**src/rtl/fbfl_pkg.sv**
```systemverilog
// ----------------------------------------------------------------------------
// fbfl_pkg
// Shared types and constants of the fixed-size block pool allocator.
// ----------------------------------------------------------------------------
package fbfl_pkg;

  // Depth of the next-index memory, i.e. the largest pool the unit can hold.
  localparam int MAX_BLOCKS = 1024;
  localparam int IDX_W      = $clog2(MAX_BLOCKS);

  localparam int ADDR_W  = 32;
  localparam int SIZE_W  = 17;
  localparam int CNT_W   = 11;
  localparam int ALIGN_W = 13;
  localparam int DATA_W  = 32;
  localparam int PADDR_W = 4;

  localparam int SIZE_MAX = 65536;

  // Pool span is at most (2^CNT_W - 1) * 2^(SIZE_W - 1), below 2^(CNT_W + SIZE_W - 1).
  localparam int SPAN_W = CNT_W + SIZE_W;
  localparam int OFF_W  = CNT_W + SIZE_W - 1;
  localparam int HOFF_W = IDX_W + SIZE_W;

  typedef enum logic [1:0] {
    OP_ALLOC   = 2'd0,
    OP_FREE    = 2'd1,
    OP_REBUILD = 2'd2,
    OP_QUERY   = 2'd3
  } op_t;

  typedef enum logic [1:0] {
    ST_OK       = 2'd0,
    ST_REFUSED  = 2'd1,
    ST_RANGE    = 2'd2,
    ST_MISALIGN = 2'd3
  } status_t;

  typedef enum logic [1:0] {
    REG_ARENA_BASE  = 2'd0,
    REG_BLOCK_SIZE  = 2'd1,
    REG_BLOCK_COUNT = 2'd2,
    REG_DEF_ALIGN   = 2'd3
  } reg_idx_t;

  // One link of the free list: the following free block, or the end mark.
  typedef struct packed {
    logic             last;
    logic [IDX_W-1:0] idx;
  } link_t;

  // What the divider hands back at the end of a division.
  typedef struct packed {
    logic             done;
    logic             exact;
    logic [CNT_W-1:0] quot;
  } div_res_t;

endpackage

```
**src/rtl/fbfl_div.sv**
```systemverilog
// ----------------------------------------------------------------------------
// fbfl_div
// Restoring divider, one quotient bit per cycle, used to turn a byte offset
// into a block index and to check that the offset lands on a block boundary.
// ----------------------------------------------------------------------------
module fbfl_div
  import fbfl_pkg::*;
(
  input  logic              clk,
  input  logic              rst_n,
  input  logic              start,
  input  logic [OFF_W-1:0]  dividend,
  input  logic [SIZE_W-1:0] divisor,
  output div_res_t          res
);

  localparam int STEP_W = $clog2(CNT_W);

  logic [OFF_W-1:0]  rem_r,  rem_nxt;
  logic [OFF_W-1:0]  dsh_r,  dsh_nxt;
  logic [CNT_W-1:0]  quo_r,  quo_nxt;
  logic [STEP_W-1:0] step_r, step_nxt;
  logic              run_r,  run_nxt;
  logic              done_r, done_nxt;
  logic              ge;

  assign ge = (rem_r >= dsh_r);

  always_comb begin
    rem_nxt  = rem_r;
    dsh_nxt  = dsh_r;
    quo_nxt  = quo_r;
    step_nxt = step_r;
    run_nxt  = run_r;
    done_nxt = 1'b0;
    if (start) begin
      rem_nxt  = dividend;
      // The quotient is below 2^CNT_W, so the divisor starts CNT_W-1 places up.
      dsh_nxt  = {divisor, {(CNT_W-1){1'b0}}};
      quo_nxt  = '0;
      step_nxt = '0;
      run_nxt  = 1'b1;
    end else if (run_r) begin
      if (ge) begin
        rem_nxt = rem_r - dsh_r;
      end
      quo_nxt  = {quo_r[CNT_W-2:0], ge};
      dsh_nxt  = dsh_r >> 1;
      step_nxt = step_r + 1'b1;
      if (step_r == STEP_W'(CNT_W - 1)) begin
        run_nxt  = 1'b0;
        done_nxt = 1'b1;
      end
    end
  end

  always_ff @(posedge clk) begin
    if (!rst_n) begin
      run_r  <= 1'b0;
      done_r <= 1'b0;
      step_r <= '0;
    end else begin
      run_r  <= run_nxt;
      done_r <= done_nxt;
      step_r <= step_nxt;
    end
    rem_r <= rem_nxt;
    dsh_r <= dsh_nxt;
    quo_r <= quo_nxt;
  end

  assign res.done  = done_r;
  assign res.exact = (rem_r == '0);
  assign res.quot  = quo_r;

endmodule

```
**config.mk**
```make
export PLATFORM = sky130hd
export DESIGN_NAME = fbfl_div
export DESIGN_NICKNAME = d
export VERILOG_FILES = /design/src/rtl/fbfl_pkg.sv /design/src/rtl/fbfl_div.sv
export SDC_FILE = /design/constraint.sdc
export NUM_CORES = 1
export LEC_CHECK = 0
export BUFFER_PORTS_ARGS = -buffer_cell sky130_fd_sc_hd__buf_2
export CAP_MARGIN = 20
export CORE_UTILIZATION = 25
export CTS_BUF_LIST = sky130_fd_sc_hd__clkbuf_4 sky130_fd_sc_hd__clkbuf_8 sky130_fd_sc_hd__clkbuf_16
export DETAILED_ROUTE_END_ITERATION = 12
export GPL_ROUTABILITY_DRIVEN = 1
export SYNTH_ARGS = -nofsm -noshare
export SYNTH_HDL_FRONTEND = slang
export SYNTH_SLANG_ARGS = --single-unit
```
**constraint.sdc**
```tcl
create_clock -name clk -period 2.9 [get_ports clk]
set_input_delay 0.29 -clock clk [delete_from_list [all_inputs] [get_ports clk]]
set_output_delay 0.29 -clock clk [all_outputs]
set_load 0.05 [all_outputs]
```
Word level (Yosys, flattened, before mapping)
Cells that the tools add are included.

Add/subtract/negate cells: 2. $lt $le $gt $ge: 1. Equality and inequality tests: 1. Mux-type cells: 9. Bitwise operators: 2. Reductions and logical operators: 6.

Operators with widths (count): two-way mux 27 bit (5); >= comparator 27 bit (1); logical NOT 27 bit (1); subtractor 27 bit (1); adder 4 x 1 -> 4 bit, second input constant (1); == test 4 bit, second input constant (1); two-way mux 1 bit (4); nonzero test 2 bit (2); OR reduction 3 bit (1); inverter 1 bit (2); AND reduction 2 bit (1); OR reduction 2 bit (1).

Register bits after elaboration: 71. Input bits: 47.

Depth between registers and ports, before layout
Depth after elaboration: 4. Mapped depth: 11. Depth with buffers taken out: 11.

Worst setup path after synthesis
Ideal clock, no wire load.

Path kind: flip-flop to flip-flop. Start: register rem_r[9]. End: register rem_r[0] (enable). Setup time: 0.383 ns. Arrival time: 2.459 ns. Data required time: 2.517 ns. Setup slack: 0.059 ns. Cell stages (with the launch flop): 9. Buffers on the path: 0. Clock period less this slack: 2.841 ns. Path through: edfxtp_1 > ha_1 > nand4_1 > or2_1 > a21oi_2 > o2111a_1 > o221ai_1 > o21bai_1 > a21o_1.

Word-level cells in the longest chain between the ends: 3.

Ends and longest elaborated chain: start: declaration (line fbfl_div.sv:19) `logic [OFF_W-1:0] rem_r, rem_nxt;`; start signal: assignment (line fbfl_div.sv:67) `rem_r <= rem_nxt;`; >= comparator 27 bit (line fbfl_div.sv:27) `assign ge = (rem_r >= dsh_r);`; nonzero test 2 bit (no source line); AND reduction 2 bit (no source line).

Every way passes these cells. A chain may end at the register's enable or synchronous reset.

Final worst setup path
Start: register rem_r[8]. End: register rem_r[17] (enable).

Same word-level chain as after synthesis.

==> flow_metrics.py <==
metrics = {
    "pwr": {
        "static_leak_nw": 2.19,
        "comb_power_share_pct": 39.3,
        "internal_portion_of_total_power_mw": 2.57,
        "p_clk_share_pct": 26.8,
        "seq_power_share_pct": 33.9,
        "vdd_drop_max_mv": 0.308,
        "switchingPower_mw": 1.41,
        "switching_share_pct": 35.5,
        "cellPowerDensity_nw_per_um2": 740,
    },
    "job": {
        "cap_violations": 0,
    },
    "critical_path": {
        "worstPathCellList": "ha_2, nand4_1, or2_1, a21oi_2, o2111a_1, o221ai_1, o21bai_1, a21o_1, buf_12",
        "worstSetupPathType": "flip-flop to flip-flop",
        "critPathTopFamily": "compound AO/OA/AOI/OAI gates",
        "cp-start-kind": "flip-flop",
        "worst_ep_required_time_ns": 2.94,
        "timing.critical_path.buf_inv": 1,
        "crit_path_end_kind": "flip-flop",
        "worst-r2r-setup-slack_ns": 0.15,
        "critical-path-slowest-cell": "sky130_fd_sc_hd__edfxtp_1",
        "worst-path-max-fanout": 15,
        "max_stage_delay_ns": 0.40,
        "worstPathArrival_ns": 2.78,
    },
    "sta": {
        "tightest_slew_ns": 0.796,
        "timing.fmax_mhz": 364,
        "fin_skew_ns": 0.00650,
        "slew_viol_final": 0,
        "hold_violations": 0,
        "slew_headroom_pct": 46.8,
        "grt_setup_unrepaired": "false",
        "layout_worst_path_cycle_share_pct": 94.7,
        "min_period_ns": 2.75,
        "worst_hold_slack_ns": 0.196,
        "setup_violations": 0,
        "setup_total_negative_slack_ns": 0,
    },
    "die": {
        "die_outline_area_um2": 18300,
        "initial_utilization_pct": 25.7,
        "die_x_um": 135,
        "chipHeight_um": 135,
        "num_io_pins": 60,
        "num_rows": 48,
        "core_um2": 17300,
    },
    "yosys": {
        "synth_most_common_cell": "sky130_fd_sc_hd__nand2_1",
        "async_reset_ff_share_pct": 0,
        "synth_fp_nets": 554,
        "syn-mean-instance-area_um2": 9.30,
        "synth.top_cells.by_count": "sky130_fd_sc_hd__nand2_1 (55), sky130_fd_sc_hd__edfxtp_1 (44), sky130_fd_sc_hd__nor2_1 (40)",
        "synth.area.top_cells": "sky130_fd_sc_hd__edfxtp_1 (30%), sky130_fd_sc_hd__dfxtp_1 (12%), sky130_fd_sc_hd__ha_1 (8.2%), sky130_fd_sc_hd__mux2i_1 (4.7%), sky130_fd_sc_hd__nand2_1 (4.7%)",
        "mappedNetlistArea_um2": 4440,
        "synth_enable_flop_cells": 44,
        "synth-seq-area-share_pct": 42.0,
        "synth-seq-cells": 71,
        "synth_top_area_cell": "sky130_fd_sc_hd__edfxtp_1",
        "yosys_warnings": 0,
        "yosysTopAreaCellShare_pct": 29.8,
        "post_synth_num_cell_types": 57,
        "post_synth_inst_count": 477,
        "synth_top_flop_cell": "sky130_fd_sc_hd__edfxtp_1",
    },
    "clock_tree": {
        "cts.root.buffer_cell": "sky130_fd_sc_hd__clkbuf_16",
        "number_of_buffers_between_clock_root_and_the_deepest_sink": 2,
        "clock_sinks": 71,
        "clk_pin_slew_ns": 0.06,
        "htreeDepth": 3,
        "tritoncts": "done",
        "clock_insertion_delay_worst_skew_ns": 0.33,
        "post_cts_buffers": 0,
        "cts-buffers-inserted": 9,
    },
    "layout": {
        "finish.instance_area_um2": 5380,
        "layout_cell_share_with_drive_strength_beyond_1_pct": 19.2,
        "layout.core_utilization_pct": 31.1,
        "finalNetCount": 613,
        "area_growth_synth_to_finish_pct": 21.2,
        "number_of_antenna_cells_inserted": 0,
    },
    "drt": {
        "drt_iter0_drc": 220,
        "detail_route.vias_per_cell": 4.67,
        "vias": 3581,
        "postRouteAntennaNets": 0,
        "postRouteWirelength_um": 11200,
        "drtPass1Iterations": 4,
        "drc_errors": 0,
        "wl_per_cell_um": 14.6,
    },
    "placement": {
        "routabilityCongestion": 0.836,
        "placed_area_um2": 5040,
        "portBuffers": 59,
        "place.detailed.hpwl_um": 8260,
    },
    "min_path": {
        "min_path_type": "input port to flip-flop",
    },
    "grt": {
        "gr-usage-all-layers_pct": 12.9,
        "grt_first_pass_wirelength_um": 18400,
        "grt_pass1_vias": 3593,
        "number_of_antenna_violations_at_the_first_check_in_global_routing": 0,
        "grt_max_degree": 106,
        "globalRoute.totalOverflow": 0,
    },
    "run_status": {
        "outcome": "complete, no violations",
    },
}
==> state kept, by name, summed over array words and instances, names as in the netlist <==
register,cells
dsh_r,27
rem_r,27
run_r,1
step_r,4
done_r,1
quo_r,11
==> cells in the final DEF (no fill, tap or decap), types with 4 or more instances in the layout <==
cell type and instances:
sky130_fd_sc_hd__buf_4 10, sky130_fd_sc_hd__xor2_1 9, sky130_fd_sc_hd__o21bai_1 6, sky130_fd_sc_hd__o21ai_0 14
sky130_fd_sc_hd__nor2_1 40, sky130_fd_sc_hd__nor4_1 8, sky130_fd_sc_hd__dfxtp_1 27, sky130_fd_sc_hd__nor3_1 6
sky130_fd_sc_hd__nand2_1 55, sky130_fd_sc_hd__o31ai_1 12, sky130_fd_sc_hd__o21ai_1 16, sky130_fd_sc_hd__edfxtp_1 44
sky130_fd_sc_hd__clkbuf_16 9, sky130_fd_sc_hd__ha_1 28, sky130_fd_sc_hd__a21o_1 17, sky130_fd_sc_hd__mux2i_1 21
sky130_fd_sc_hd__nand4_1 9, sky130_fd_sc_hd__a21oi_2 4, sky130_fd_sc_hd__and4_1 4, sky130_fd_sc_hd__inv_1 35
sky130_fd_sc_hd__buf_2 58, sky130_fd_sc_hd__xnor2_1 12, sky130_fd_sc_hd__a22o_1 6, sky130_fd_sc_hd__nand3_1 6
sky130_fd_sc_hd__nor2b_1 4, sky130_fd_sc_hd__a21oi_1 27
==> cell families after synthesis <==
| logic type | share of synthesized area [%] |
|---|---|
| xor gates and xnor gates | 4.14 |
| buffers and inverters | 5.10 |
| muxes | 4.99 |
| and+or+nand+nor | 15.2 |
| adders and majority gates | 8.63 |
| DFF | 42.0 |
| AOI/OAI and AO/OA | 20.0 |
==> power groups by stage <==
stage	registers, mW	logic [mW]	clock network [mW]
after floorplan	1.34	1.14	0
after detailed placement	1.37	1.51	0
after global routing	1.36	1.76	1.13
after global placement	1.36	1.51	0
after CTS	1.35	1.52	1.09
final	1.35	1.56	1.07
==> timing repair <==
item	4_1_cts	5_1_grt
endpoints found under the setup margin	0	31
gates resized for setup	0	9
hold buffers	0	0
==> routing by layer <==
| metal | GRT usage [%] | vias to the layer above | part of all wire, % | routed length [um] |
|---|---|---|---|---|
| met2 | 20.5 | 59 | 46 | 5130 |
| li1 | - | 1850 | - | - |
| met3 | 3.03 | 6 | 3.5 | 388 |
| met4 | 3.50 | 0 | 1.1 | 118 |
| met1 | 17.3 | 1666 | 50 | 5550 |
| met5 | 0 | - | 0 | 0 |
==> final cells by class <==
cell class | count | area, um^2
fill | 1870 | 11900
multi-input combinational | 347 | 2390
sequential | 71 | 1860
timing repair buffer | 71 | 420
tap | 225 | 282
clock buffer | 13 | 274
inverter | 36 | 135
clock inverter | 3 | 15.0
==> path summary, 6_finish.rpt <==
check                                from        end  depth (start not counted)
worst min-delay path                rst_n      run_r                          2
worst max-delay path             rem_r[8]  rem_r[17]                          9
worst max register to register   rem_r[8]  rem_r[17]                          9
worst min register to register  quo_r[10]  quo_r[10]                          2
==> per-stage QoR <==
| stage | total power [mW] | worst slack, ns | cells |
|---|---|---|---|
| floorplan | 2.48 | 0.0587 | 477 |
| global placement | 2.87 | 0.0276 | 750 |
| detailed placement | 2.87 | 0.0175 | 750 |
| CTS | 3.96 | 0.0180 | 766 |
| global route | 4.25 | 0.0000779 | 766 |
| finish | 3.98 | 0.153 | 766 |
Note: power is estimated with default switching activity, not from simulation.
